**config.mk**
```make
export PLATFORM = sky130hd
export DESIGN_NAME = multi_stop_color_gradient_top
export DESIGN_NICKNAME = d
export VERILOG_FILES = /design/src/hw/rtl/mscg_pkg.sv /design/src/hw/rtl/mscg_cell.sv /design/src/hw/rtl/mscg_front.sv /design/src/hw/rtl/multi_stop_color_gradient_top.sv
export VERILOG_INCLUDE_DIRS = /design/src /design/src/hw/rtl
export SDC_FILE = /design/constraint.sdc
export NUM_CORES = 2
export LEC_CHECK = 0
export ABC_AREA = 1
export BUFFER_PORTS_ARGS = -buffer_cell sky130_fd_sc_hd__buf_4
export CAP_MARGIN = 20
export CORE_MARGIN = 5
export CORE_UTILIZATION = 25
export CTS_CLUSTER_DIAMETER = 100
export DETAILED_ROUTE_END_ITERATION = 12
export GPL_TIMING_DRIVEN = 1
export PLACE_DENSITY = 0.47
export RECOVER_POWER = 25
export SYNTH_ARGS = -nofsm -noshare
export SYNTH_HDL_FRONTEND = slang
export SYNTH_HIERARCHICAL = 1
export SYNTH_SLANG_ARGS = --single-unit
```
**constraint.sdc**
```tcl
create_clock -name i_clk -period 47.1 [get_ports i_clk]
set_input_delay 7.065 -clock i_clk [delete_from_list [all_inputs] [get_ports i_clk]]
set_output_delay 7.065 -clock i_clk [all_outputs]
set_load 0.01 [all_outputs]
```
**src/hw/rtl/multi_stop_color_gradient_top_defines.svh**
```systemverilog
// Assertion macros for the gradient block.
`ifndef MULTI_STOP_COLOR_GRADIENT_TOP_DEFINES_SVH
`define MULTI_STOP_COLOR_GRADIENT_TOP_DEFINES_SVH

`ifndef SYNTHESIS
`define MSCG_ASSERT(lbl, prop, msg) \
    lbl: assert property (@(posedge i_clk) disable iff (!i_rst_n) prop) else $error(msg);
`define MSCG_ASSERT_RST(lbl, prop, msg) \
    lbl: assert property (@(posedge i_clk) prop) else $error(msg);
`else
`define MSCG_ASSERT(lbl, prop, msg)
`define MSCG_ASSERT_RST(lbl, prop, msg)
`endif

`endif

```
**src/hw/rtl/mscg_pkg.sv**
```systemverilog
`timescale 1ns / 1ps

package mscg_pkg;

    localparam int MAX_STOPS     = 7;
    localparam int VALUE_BITS    = 16;
    localparam int CHAN_BITS     = 8;
    localparam int NUM_CHAN      = 3;
    localparam int COLOR_BITS    = CHAN_BITS * NUM_CHAN;
    localparam int STOP_BITS     = COLOR_BITS + VALUE_BITS;
    localparam int PROD_BITS     = VALUE_BITS + CHAN_BITS;
    localparam int CNT_BITS      = 3;
    localparam int CFG_IDX_BITS  = 3;
    localparam int IN_TDATA_BITS = ((VALUE_BITS + 7) / 8) * 8;
    localparam int OUT_BITS      = 32;
    localparam int NUM_CELLS     = CHAN_BITS;

    localparam logic [CFG_IDX_BITS-1:0] REG_STOP_COUNT = CFG_IDX_BITS'(0);
    localparam int                      REG_STOP_BASE  = 1;
    localparam logic [CHAN_BITS-1:0]    ALPHA_OPAQUE   = 8'hFF;

    typedef logic [STOP_BITS-1:0]  t_stop;
    typedef logic [VALUE_BITS-1:0] t_value;
    typedef logic [CHAN_BITS-1:0]  t_chan;

    typedef struct packed {
        t_chan  c0;
        logic   neg;
        t_value rem;
        t_chan  low;
        t_chan  quo;
    } t_lane;

    typedef struct packed {
        logic                 blend;
        t_value               div;
        t_lane [NUM_CHAN-1:0] lane;
    } t_cell;

    function automatic t_value stop_pos(input t_stop s);
        return s[STOP_BITS-1:COLOR_BITS];
    endfunction

    function automatic logic [COLOR_BITS-1:0] stop_color(input t_stop s);
        return s[COLOR_BITS-1:0];
    endfunction

endpackage

```
**src/hw/rtl/mscg_cell.sv**
```systemverilog
`timescale 1ns / 1ps

module mscg_cell
    import mscg_pkg::*;
(
    input  logic  i_clk,
    input  logic  i_rst_n,
    input  logic  i_en,
    input  logic  i_valid,
    input  t_cell i_cell,
    output logic  o_valid,
    output t_cell o_cell
);

    t_cell n_cell;
    t_cell r_cell;
    logic  r_valid;

    always_comb begin
        logic [VALUE_BITS:0] trial;
        n_cell = i_cell;
        for (int k = 0; k < NUM_CHAN; k++) begin
            trial = {i_cell.lane[k].rem, i_cell.lane[k].low[CHAN_BITS-1]};
            if (trial >= {1'b0, i_cell.div}) begin
                n_cell.lane[k].rem = VALUE_BITS'(trial - {1'b0, i_cell.div});
                n_cell.lane[k].quo = {i_cell.lane[k].quo[CHAN_BITS-2:0], 1'b1};
            end else begin
                n_cell.lane[k].rem = trial[VALUE_BITS-1:0];
                n_cell.lane[k].quo = {i_cell.lane[k].quo[CHAN_BITS-2:0], 1'b0};
            end
            n_cell.lane[k].low = {i_cell.lane[k].low[CHAN_BITS-2:0], 1'b0};
        end
    end

    always_ff @(posedge i_clk) begin
        if (!i_rst_n) begin
            r_valid <= 1'b0;
        end else if (i_en) begin
            r_valid <= i_valid;
        end
    end

    always_ff @(posedge i_clk) begin
        if (i_en) begin
            r_cell <= n_cell;
        end
    end

    assign o_valid = r_valid;
    assign o_cell  = r_cell;

endmodule

```
**src/hw/rtl/mscg_front.sv**
```systemverilog
`timescale 1ns / 1ps

module mscg_front
    import mscg_pkg::*;
(
    input  logic                         i_clk,
    input  logic                         i_rst_n,
    input  logic                         i_en,
    input  logic                         i_valid,
    input  t_value                       i_value,
    input  logic [CNT_BITS-1:0]          i_count,
    input  t_stop [MAX_STOPS-1:0]        i_stops,
    output logic                         o_valid,
    output t_cell                        o_cell
);

    logic                  n_blend;
    t_value                n_t;
    t_value                n_d;
    logic [COLOR_BITS-1:0] n_c0;
    logic [COLOR_BITS-1:0] n_c1;

    logic                  r1_valid;
    logic                  r1_blend;
    t_value                r1_t;
    t_value                r1_d;
    logic [COLOR_BITS-1:0] r1_c0;
    logic [COLOR_BITS-1:0] r1_c1;

    t_cell                 n_cell;
    t_cell                 r_cell;
    logic                  r_valid;

    // locate the segment around the value
    always_comb begin
        logic [CNT_BITS-1:0] n;
        t_stop               s_last;
        t_stop               s0;
        t_stop               s1;
        logic                found;
        n      = (i_count > CNT_BITS'(MAX_STOPS)) ? CNT_BITS'(MAX_STOPS) : i_count;
        s_last = '0;
        s0     = '0;
        s1     = '0;
        found  = 1'b0;
        for (int i = 0; i < MAX_STOPS; i++) begin
            if (i + 1 == int'(n)) begin
                s_last = i_stops[i];
            end
        end
        for (int i = 1; i < MAX_STOPS; i++) begin
            if (!found && (i < int'(n)) &&
                ((i_value <= stop_pos(i_stops[i])) || (i + 1 == int'(n)))) begin
                s0    = i_stops[i-1];
                s1    = i_stops[i];
                found = 1'b1;
            end
        end
        n_blend = 1'b0;
        n_c0    = '0;
        n_c1    = stop_color(s1);
        n_t     = i_value - stop_pos(s0);
        n_d     = stop_pos(s1) - stop_pos(s0);
        priority if (n == '0) begin
            n_c0 = '0;
        end else if (i_value <= stop_pos(i_stops[0])) begin
            n_c0 = stop_color(i_stops[0]);
        end else if (i_value >= stop_pos(s_last)) begin
            n_c0 = stop_color(s_last);
        end else begin
            n_blend = 1'b1;
            n_c0    = stop_color(s0);
        end
    end

    always_ff @(posedge i_clk) begin
        if (!i_rst_n) begin
            r1_valid <= 1'b0;
            r_valid  <= 1'b0;
        end else if (i_en) begin
            r1_valid <= i_valid;
            r_valid  <= r1_valid;
        end
    end

    always_ff @(posedge i_clk) begin
        if (i_en) begin
            r1_blend <= n_blend;
            r1_t     <= n_t;
            r1_d     <= n_d;
            r1_c0    <= n_c0;
            r1_c1    <= n_c1;
            r_cell   <= n_cell;
        end
    end

    // scale each channel step by the offset into the segment
    always_comb begin
        t_chan                a;
        t_chan                b;
        t_chan                mag;
        logic [PROD_BITS-1:0] prod;
        n_cell.blend = r1_blend;
        n_cell.div   = r1_d;
        for (int k = 0; k < NUM_CHAN; k++) begin
            a    = r1_c0[k*CHAN_BITS +: CHAN_BITS];
            b    = r1_c1[k*CHAN_BITS +: CHAN_BITS];
            mag  = (b < a) ? (a - b) : (b - a);
            prod = PROD_BITS'(r1_t) * PROD_BITS'(mag);
            n_cell.lane[k].c0  = a;
            n_cell.lane[k].neg = (b < a);
            n_cell.lane[k].rem = prod[PROD_BITS-1:CHAN_BITS];
            n_cell.lane[k].low = prod[CHAN_BITS-1:0];
            n_cell.lane[k].quo = '0;
        end
    end

    assign o_valid = r_valid;
    assign o_cell  = r_cell;

endmodule

```
**src/hw/rtl/multi_stop_color_gradient_top.sv**
```systemverilog
`timescale 1ns / 1ps
// Channel   Dir  Signals                       Content
// s_axis    in   tvalid tready tdata[15:0]     pixel_value
// m_axis    out  tvalid tready tdata[31:0]     rgba_word
// cfg       in   we idx[2:0] wdata[39:0]       stop_count, stop_0..stop_6
//
// One beat per cycle while m_axis is not stalled; pipeline stages: segment search,
// channel multiply, eight divider cells (one quotient bit each), output register.
// Synchronous active-low reset clears the stop registers and all valid bits.
// A stall on m_axis freezes the whole chain and drops s_axis tready.
`include "multi_stop_color_gradient_top_defines.svh"

module multi_stop_color_gradient_top
    import mscg_pkg::*;
(
    input  logic                     i_clk,
    input  logic                     i_rst_n,
    input  logic                     i_s_axis_tvalid,
    output logic                     o_s_axis_tready,
    input  logic [IN_TDATA_BITS-1:0] i_s_axis_tdata,   // [15:0] pixel_value
    output logic                     o_m_axis_tvalid,
    input  logic                     i_m_axis_tready,
    output logic [OUT_BITS-1:0]      o_m_axis_tdata,   // [31:0] rgba_word
    input  logic                     i_cfg_we,
    input  logic [CFG_IDX_BITS-1:0]  i_cfg_idx,
    input  logic [STOP_BITS-1:0]     i_cfg_wdata
);

    logic [CNT_BITS-1:0]   r_count;
    t_stop [MAX_STOPS-1:0] r_stops;

    logic                  w_en;
    logic                  w_valid [NUM_CELLS+1];
    t_cell                 w_cell  [NUM_CELLS+1];

    logic                  r_out_valid;
    logic [OUT_BITS-1:0]   r_out_data;
    logic [OUT_BITS-1:0]   n_out_data;
    logic [NUM_CELLS+1:0]  w_pipe_vld;

    always_ff @(posedge i_clk) begin
        if (!i_rst_n) begin
            r_count <= '0;
            r_stops <= '0;
        end else if (i_cfg_we) begin
            if (i_cfg_idx == REG_STOP_COUNT) begin
                r_count <= i_cfg_wdata[CNT_BITS-1:0];
            end
            for (int k = 0; k < MAX_STOPS; k++) begin
                if (i_cfg_idx == CFG_IDX_BITS'(k + REG_STOP_BASE)) begin
                    r_stops[k] <= i_cfg_wdata;
                end
            end
        end
    end

    assign w_en            = !r_out_valid || i_m_axis_tready;
    assign o_s_axis_tready = w_en;

    mscg_front u_front (
        .i_clk   (i_clk),
        .i_rst_n (i_rst_n),
        .i_en    (w_en),
        .i_valid (i_s_axis_tvalid),
        .i_value (i_s_axis_tdata[VALUE_BITS-1:0]),
        .i_count (r_count),
        .i_stops (r_stops),
        .o_valid (w_valid[0]),
        .o_cell  (w_cell[0])
    );

    for (genvar g = 0; g < NUM_CELLS; g++) begin : g_cell
        mscg_cell u_cell (
            .i_clk   (i_clk),
            .i_rst_n (i_rst_n),
            .i_en    (w_en),
            .i_valid (w_valid[g]),
            .i_cell  (w_cell[g]),
            .o_valid (w_valid[g+1]),
            .o_cell  (w_cell[g+1])
        );
    end

    always_comb begin
        t_lane l;
        n_out_data[CHAN_BITS-1:0] = ALPHA_OPAQUE;
        for (int k = 0; k < NUM_CHAN; k++) begin
            l = w_cell[NUM_CELLS].lane[k];
            if (!w_cell[NUM_CELLS].blend) begin
                n_out_data[(k+1)*CHAN_BITS +: CHAN_BITS] = l.c0;
            end else if (l.neg) begin
                n_out_data[(k+1)*CHAN_BITS +: CHAN_BITS] =
                    l.c0 - l.quo - CHAN_BITS'(l.rem != '0);
            end else begin
                n_out_data[(k+1)*CHAN_BITS +: CHAN_BITS] = l.c0 + l.quo;
            end
        end
    end

    always_ff @(posedge i_clk) begin
        if (!i_rst_n) begin
            r_out_valid <= 1'b0;
        end else if (w_en) begin
            r_out_valid <= w_valid[NUM_CELLS];
        end
    end

    always_ff @(posedge i_clk) begin
        if (w_en) begin
            r_out_data <= n_out_data;
        end
    end

    assign o_m_axis_tvalid = r_out_valid;
    assign o_m_axis_tdata  = r_out_data;

    always_comb begin
        for (int k = 0; k <= NUM_CELLS; k++) begin
            w_pipe_vld[k] = w_valid[k];
        end
        w_pipe_vld[NUM_CELLS+1] = r_out_valid;
    end

    `MSCG_ASSERT(a_stall_freezes_chain, !w_en |=> $stable(w_pipe_vld), "chain moved while stalled")
    `MSCG_ASSERT(a_div_rem_bound, (w_valid[NUM_CELLS] && w_cell[NUM_CELLS].blend) |-> ((w_cell[NUM_CELLS].lane[0].rem < w_cell[NUM_CELLS].div) && (w_cell[NUM_CELLS].lane[1].rem < w_cell[NUM_CELLS].div) && (w_cell[NUM_CELLS].lane[2].rem < w_cell[NUM_CELLS].div)), "divider remainder not below divisor")
    `MSCG_ASSERT_RST(a_reset_clears_out, !i_rst_n |=> !o_m_axis_tvalid, "output valid after reset")

endmodule
```
Yosys cells after proc, flatten, opt, wreduce, memory -nomap -nowiden --
Index checks and enable logic that the tools add are counted.
Word-level totals: register bits after elaboration 1427, bits in latches 0, RAM bits 0, memory bits (read-only) 0, input bits 64, word-level logic and storage cells 394, memories 0
Operators by class: add/sub/neg operators 41, $mul 3, divide/modulo/power cells 0, magnitude comparators 42, equality and inequality tests 14, shift operators 0, mux-type cells 85, bitwise operators 0, reductions and logical operators 38
Operators by type and width (count):
- 40-bit 2-to-1 mux | 19
- 16-bit subtractor | 26
- 17-bit by 16-bit greater-or-equal comparator with 1-bit output | 24
- 16-bit 2-to-1 mux | 24
- 16-bit <= comparator | 7
- 16-bit by 8-bit multiplier with 24-bit output | 3
- 8-bit 2-to-1 mux | 9
- 8-bit subtractor | 9
- 24-bit 2-to-1 mux | 2
- 16-bit nonzero test | 3
- 1-bit 2-to-1 mux | 30
- 8-bit adder | 3
- 8-bit < comparator | 3
- 8-bit by 1-bit subtractor with 8-bit output | 3
- 16-bit greater-or-equal comparator | 1
- 2-bit AND reduction | 8
- 3-bit equality test (first input constant) | 4
- 3-bit equality test (second input constant) | 4
- 1-bit logical AND | 11
- 3-bit < comparator (first input constant) | 3
- 1-bit logical OR | 7
- 2-bit by 3-bit equality test with 1-bit output (first input constant) | 2
- 3-bit by 2-bit equality test with 1-bit output (second input constant) | 2
- 1-bit logical NOT | 6
- 8 further kinds | 10

Longest topological paths before layout --
depth in word-level cells 28, gate-level depth with buffers 42, depth with buffers taken out 40

Hierarchy --
The synthesis kept the hierarchy.
By module, submodules not included:
- mscg_cell at g_cell[0].u_cell ... | instances 6, cells an instance 939, area each 8231.6 um2, sequential area each 4134.0 um2
- mscg_front | instances 1, cells an instance 3820, area each 29195.5 um2, sequential area each 5955.7 um2
- mscg_cell at g_cell[3].u_cell ... | instances 2, cells an instance 953, area each 8329.2 um2, sequential area each 4134.0 um2
- multi_stop_color_gradient_top | instances 1, cells an instance 1833, area each 13521.7 um2, sequential area each 6406.1 um2

Least setup slack after synthesis --
OpenSTA, ideal clock, no wires.
kind input-to-output, start point in i_m_axis_tready, end point out o_s_axis_tready, arrival time 35.055 ns, slack 4.980 ns, stages 2, buffers on the path 0, path through inv_1 nand2_1
Between the ends: longest elaborated chain between the ends 1
Ends and longest elaborated chain:
- from (decl) | RTL line multi_stop_color_gradient_top.sv:22 | input logic i_m_axis_tready,
- 1-bit logical OR | RTL line multi_stop_color_gradient_top.sv:57 | assign w_en = !r_out_valid || i_m_axis_tready;
- to (decl) | RTL line multi_stop_color_gradient_top.sv:19 | output logic o_s_axis_tready,
No other way between the ends.

Worst setup path in the final report --
Same ends and word-level chain as after synthesis.

==> reports/metrics.csv <==
metric,value,unit
outcome,"finished, final reports clean",
cp-end-kind,output pin,
dp_cells,18250,
dieWidth,651.4,um
required,40.03,ns
yosys_warnings,6,
routabilityCongestion,0.9178,
clk_latency,0.87,ns
drt_iter0_markers,5524,
relSlewSlack,0.03946,
design.core.area,0.4099,mm^2
fp.dieArea,0.4243,mm^2
final_util,0.2792,
setup-tns-final,0,ns
cts_buffers,168,
critPathKind,input port to output pin,
drc,0,
arrival,8.15,ns
grt_pass1_wl,496200,um
p_leak,54.99,nW
drt-vias-per-instance,4.463,
ant_nets,0,
crit_path_max_fanout,50,
finalNonFillerCells,18550,
clk_path_buf_depth,4,
fp-row-count,235,
dp_hpwl,248300,um
clock_skew,0.08969,ns
overflow,0,
hold_viol,0,
wire_per_inst,17.85,um
fin_crit,15.22,ns
start_kind,input port,
syn_to_final_growth,11.28,%
clkTransAtPathRegs,0.06,ns
antenna_found_initial,11,
filler_cell_count,44380,
rsz0062_at_grt,false,
clockRootBuffer,clkbuf_16,
syn_area_per_cell,7.941,um^2
synthCells,12950,
nets,14070,
ios,98,
hp-class,flip-flop to flip-flop,
tightestPinTransition,1.436,ns
synth_area,0.1028,mm^2
layout_common_cells,"nand2_1 (3760), inv_1 (1988), nor2_1 (1206)",
grt_max_degree,175,
multi_input_area,0.05291,mm^2
cts_resized,0,
seqCellArea,0.03991,mm^2
wirelength,331100,um
tritoncts,yes,
layout_commonest_cell,nand2_1,
p_per_area,71.03,mW/mm^2
post-cts-setup-buffer-count,0,
grt_pass1_vias,79820,
die_height,651.4,um
num_vias,82790,
dr.pass1.iters,6,
grtUsageTotal,0.1507,
slew_viol_final,0,
drv_cap,0,
layout-drive-gt1-share,0.07309,
port_buffers,89,
finalCritPeriodShare,0.3231,
h-tree-depth,4,
setup_violations,0,
hold_buffers,0,
clock-sinks,1427,
initial_core_util,0.2509,
fmax,65.72,MHz
ir_drop,28.19,uV
==> path summary, 6_finish.rpt <==
path | to | cells past startpoint | slack (ns) | start
hold / removal | g_cell[3].u_cell/o_cell[1] | 0 | 0.36 | g_cell[2].u_cell/o_cell[0]
hold reg to reg | g_cell[3].u_cell/o_cell[1] | 0 | 0.36 | g_cell[2].u_cell/o_cell[0]
setup reg to reg | u_front/o_cell[111] | 37 | 38.78 | u_front/r1_c1[16]
setup / recovery | o_s_axis_tready | 4 | 31.88 | i_m_axis_tready
==> registers in the layout, indices dropped and copies added (netlist names) <==
register               flops
o_m_axis_tvalid            1
g_cell.u_cell/o_valid      8
r_stops                  280
u_front/r1_valid           1
u_front/o_valid            1
o_m_axis_tdata            24
r_count                    3
u_front/r1_d              16
u_front/r1_blend           1
u_front/r1_t              16
u_front/r1_c1             24
u_front/o_cell           116
g_cell.u_cell/o_cell     912
u_front/r1_c0             24
==> routing by layer <==
layer / track usage / vias to the layer above / routed length (um)
met5: 0 / - / 27
met4: 0.06107 / 4 / 15420
met3: 0.01594 / 526 / 14110
met2: 0.2557 / 2023 / 155500
met1: 0.1956 / 38420 / 146100
li1: - / 41820 / -
==> metrics by stage <==
step / area (um^2) / hold slack (ns) / setup WS, ns / power [mW]
floorplan: 102900 / 0.4003 / 8.840 / 5.684
global placement: 109200 / 0.4002 / 31.86 / 6.855
detailed placement: 109200 / 0.4045 / 31.87 / 6.868
CTS: 114800 / 0.3478 / 31.87 / 8.240
global route: 114400 / 0.3633 / 31.80 / 8.945
finish: 114400 / 0.3581 / 31.88 / 8.129
==> area by class of cell <==
| type | count | share of cell area |
|---|---|---|
| multi-input cells | 9083 | 0.4623 |
| clock buffers | 223 | 0.04084 |
| diodes | 6 | 0.0001312 |
| clock inverters | 69 | 0.007467 |
| flip-flops and latches | 1427 | 0.3487 |
| well taps | 5451 | 0.05959 |
| repair buffers | 168 | 0.01124 |
| inverters | 2123 | 0.06966 |
==> critical path, stage by stage <==
cell	delay, ns
buf_4	0.11
inv_1	0.08
nand2_4	0.38
buf_4	0.38
==> power by group <==
group          total, mW  internal [mW]  switching [mW]
clock               1.33          0.795           0.538
combinational       4.64           1.59            3.05
sequential          2.16           1.91           0.249
total               8.13           4.29            3.84
Note: power is estimated with default switching activity, not from simulation.
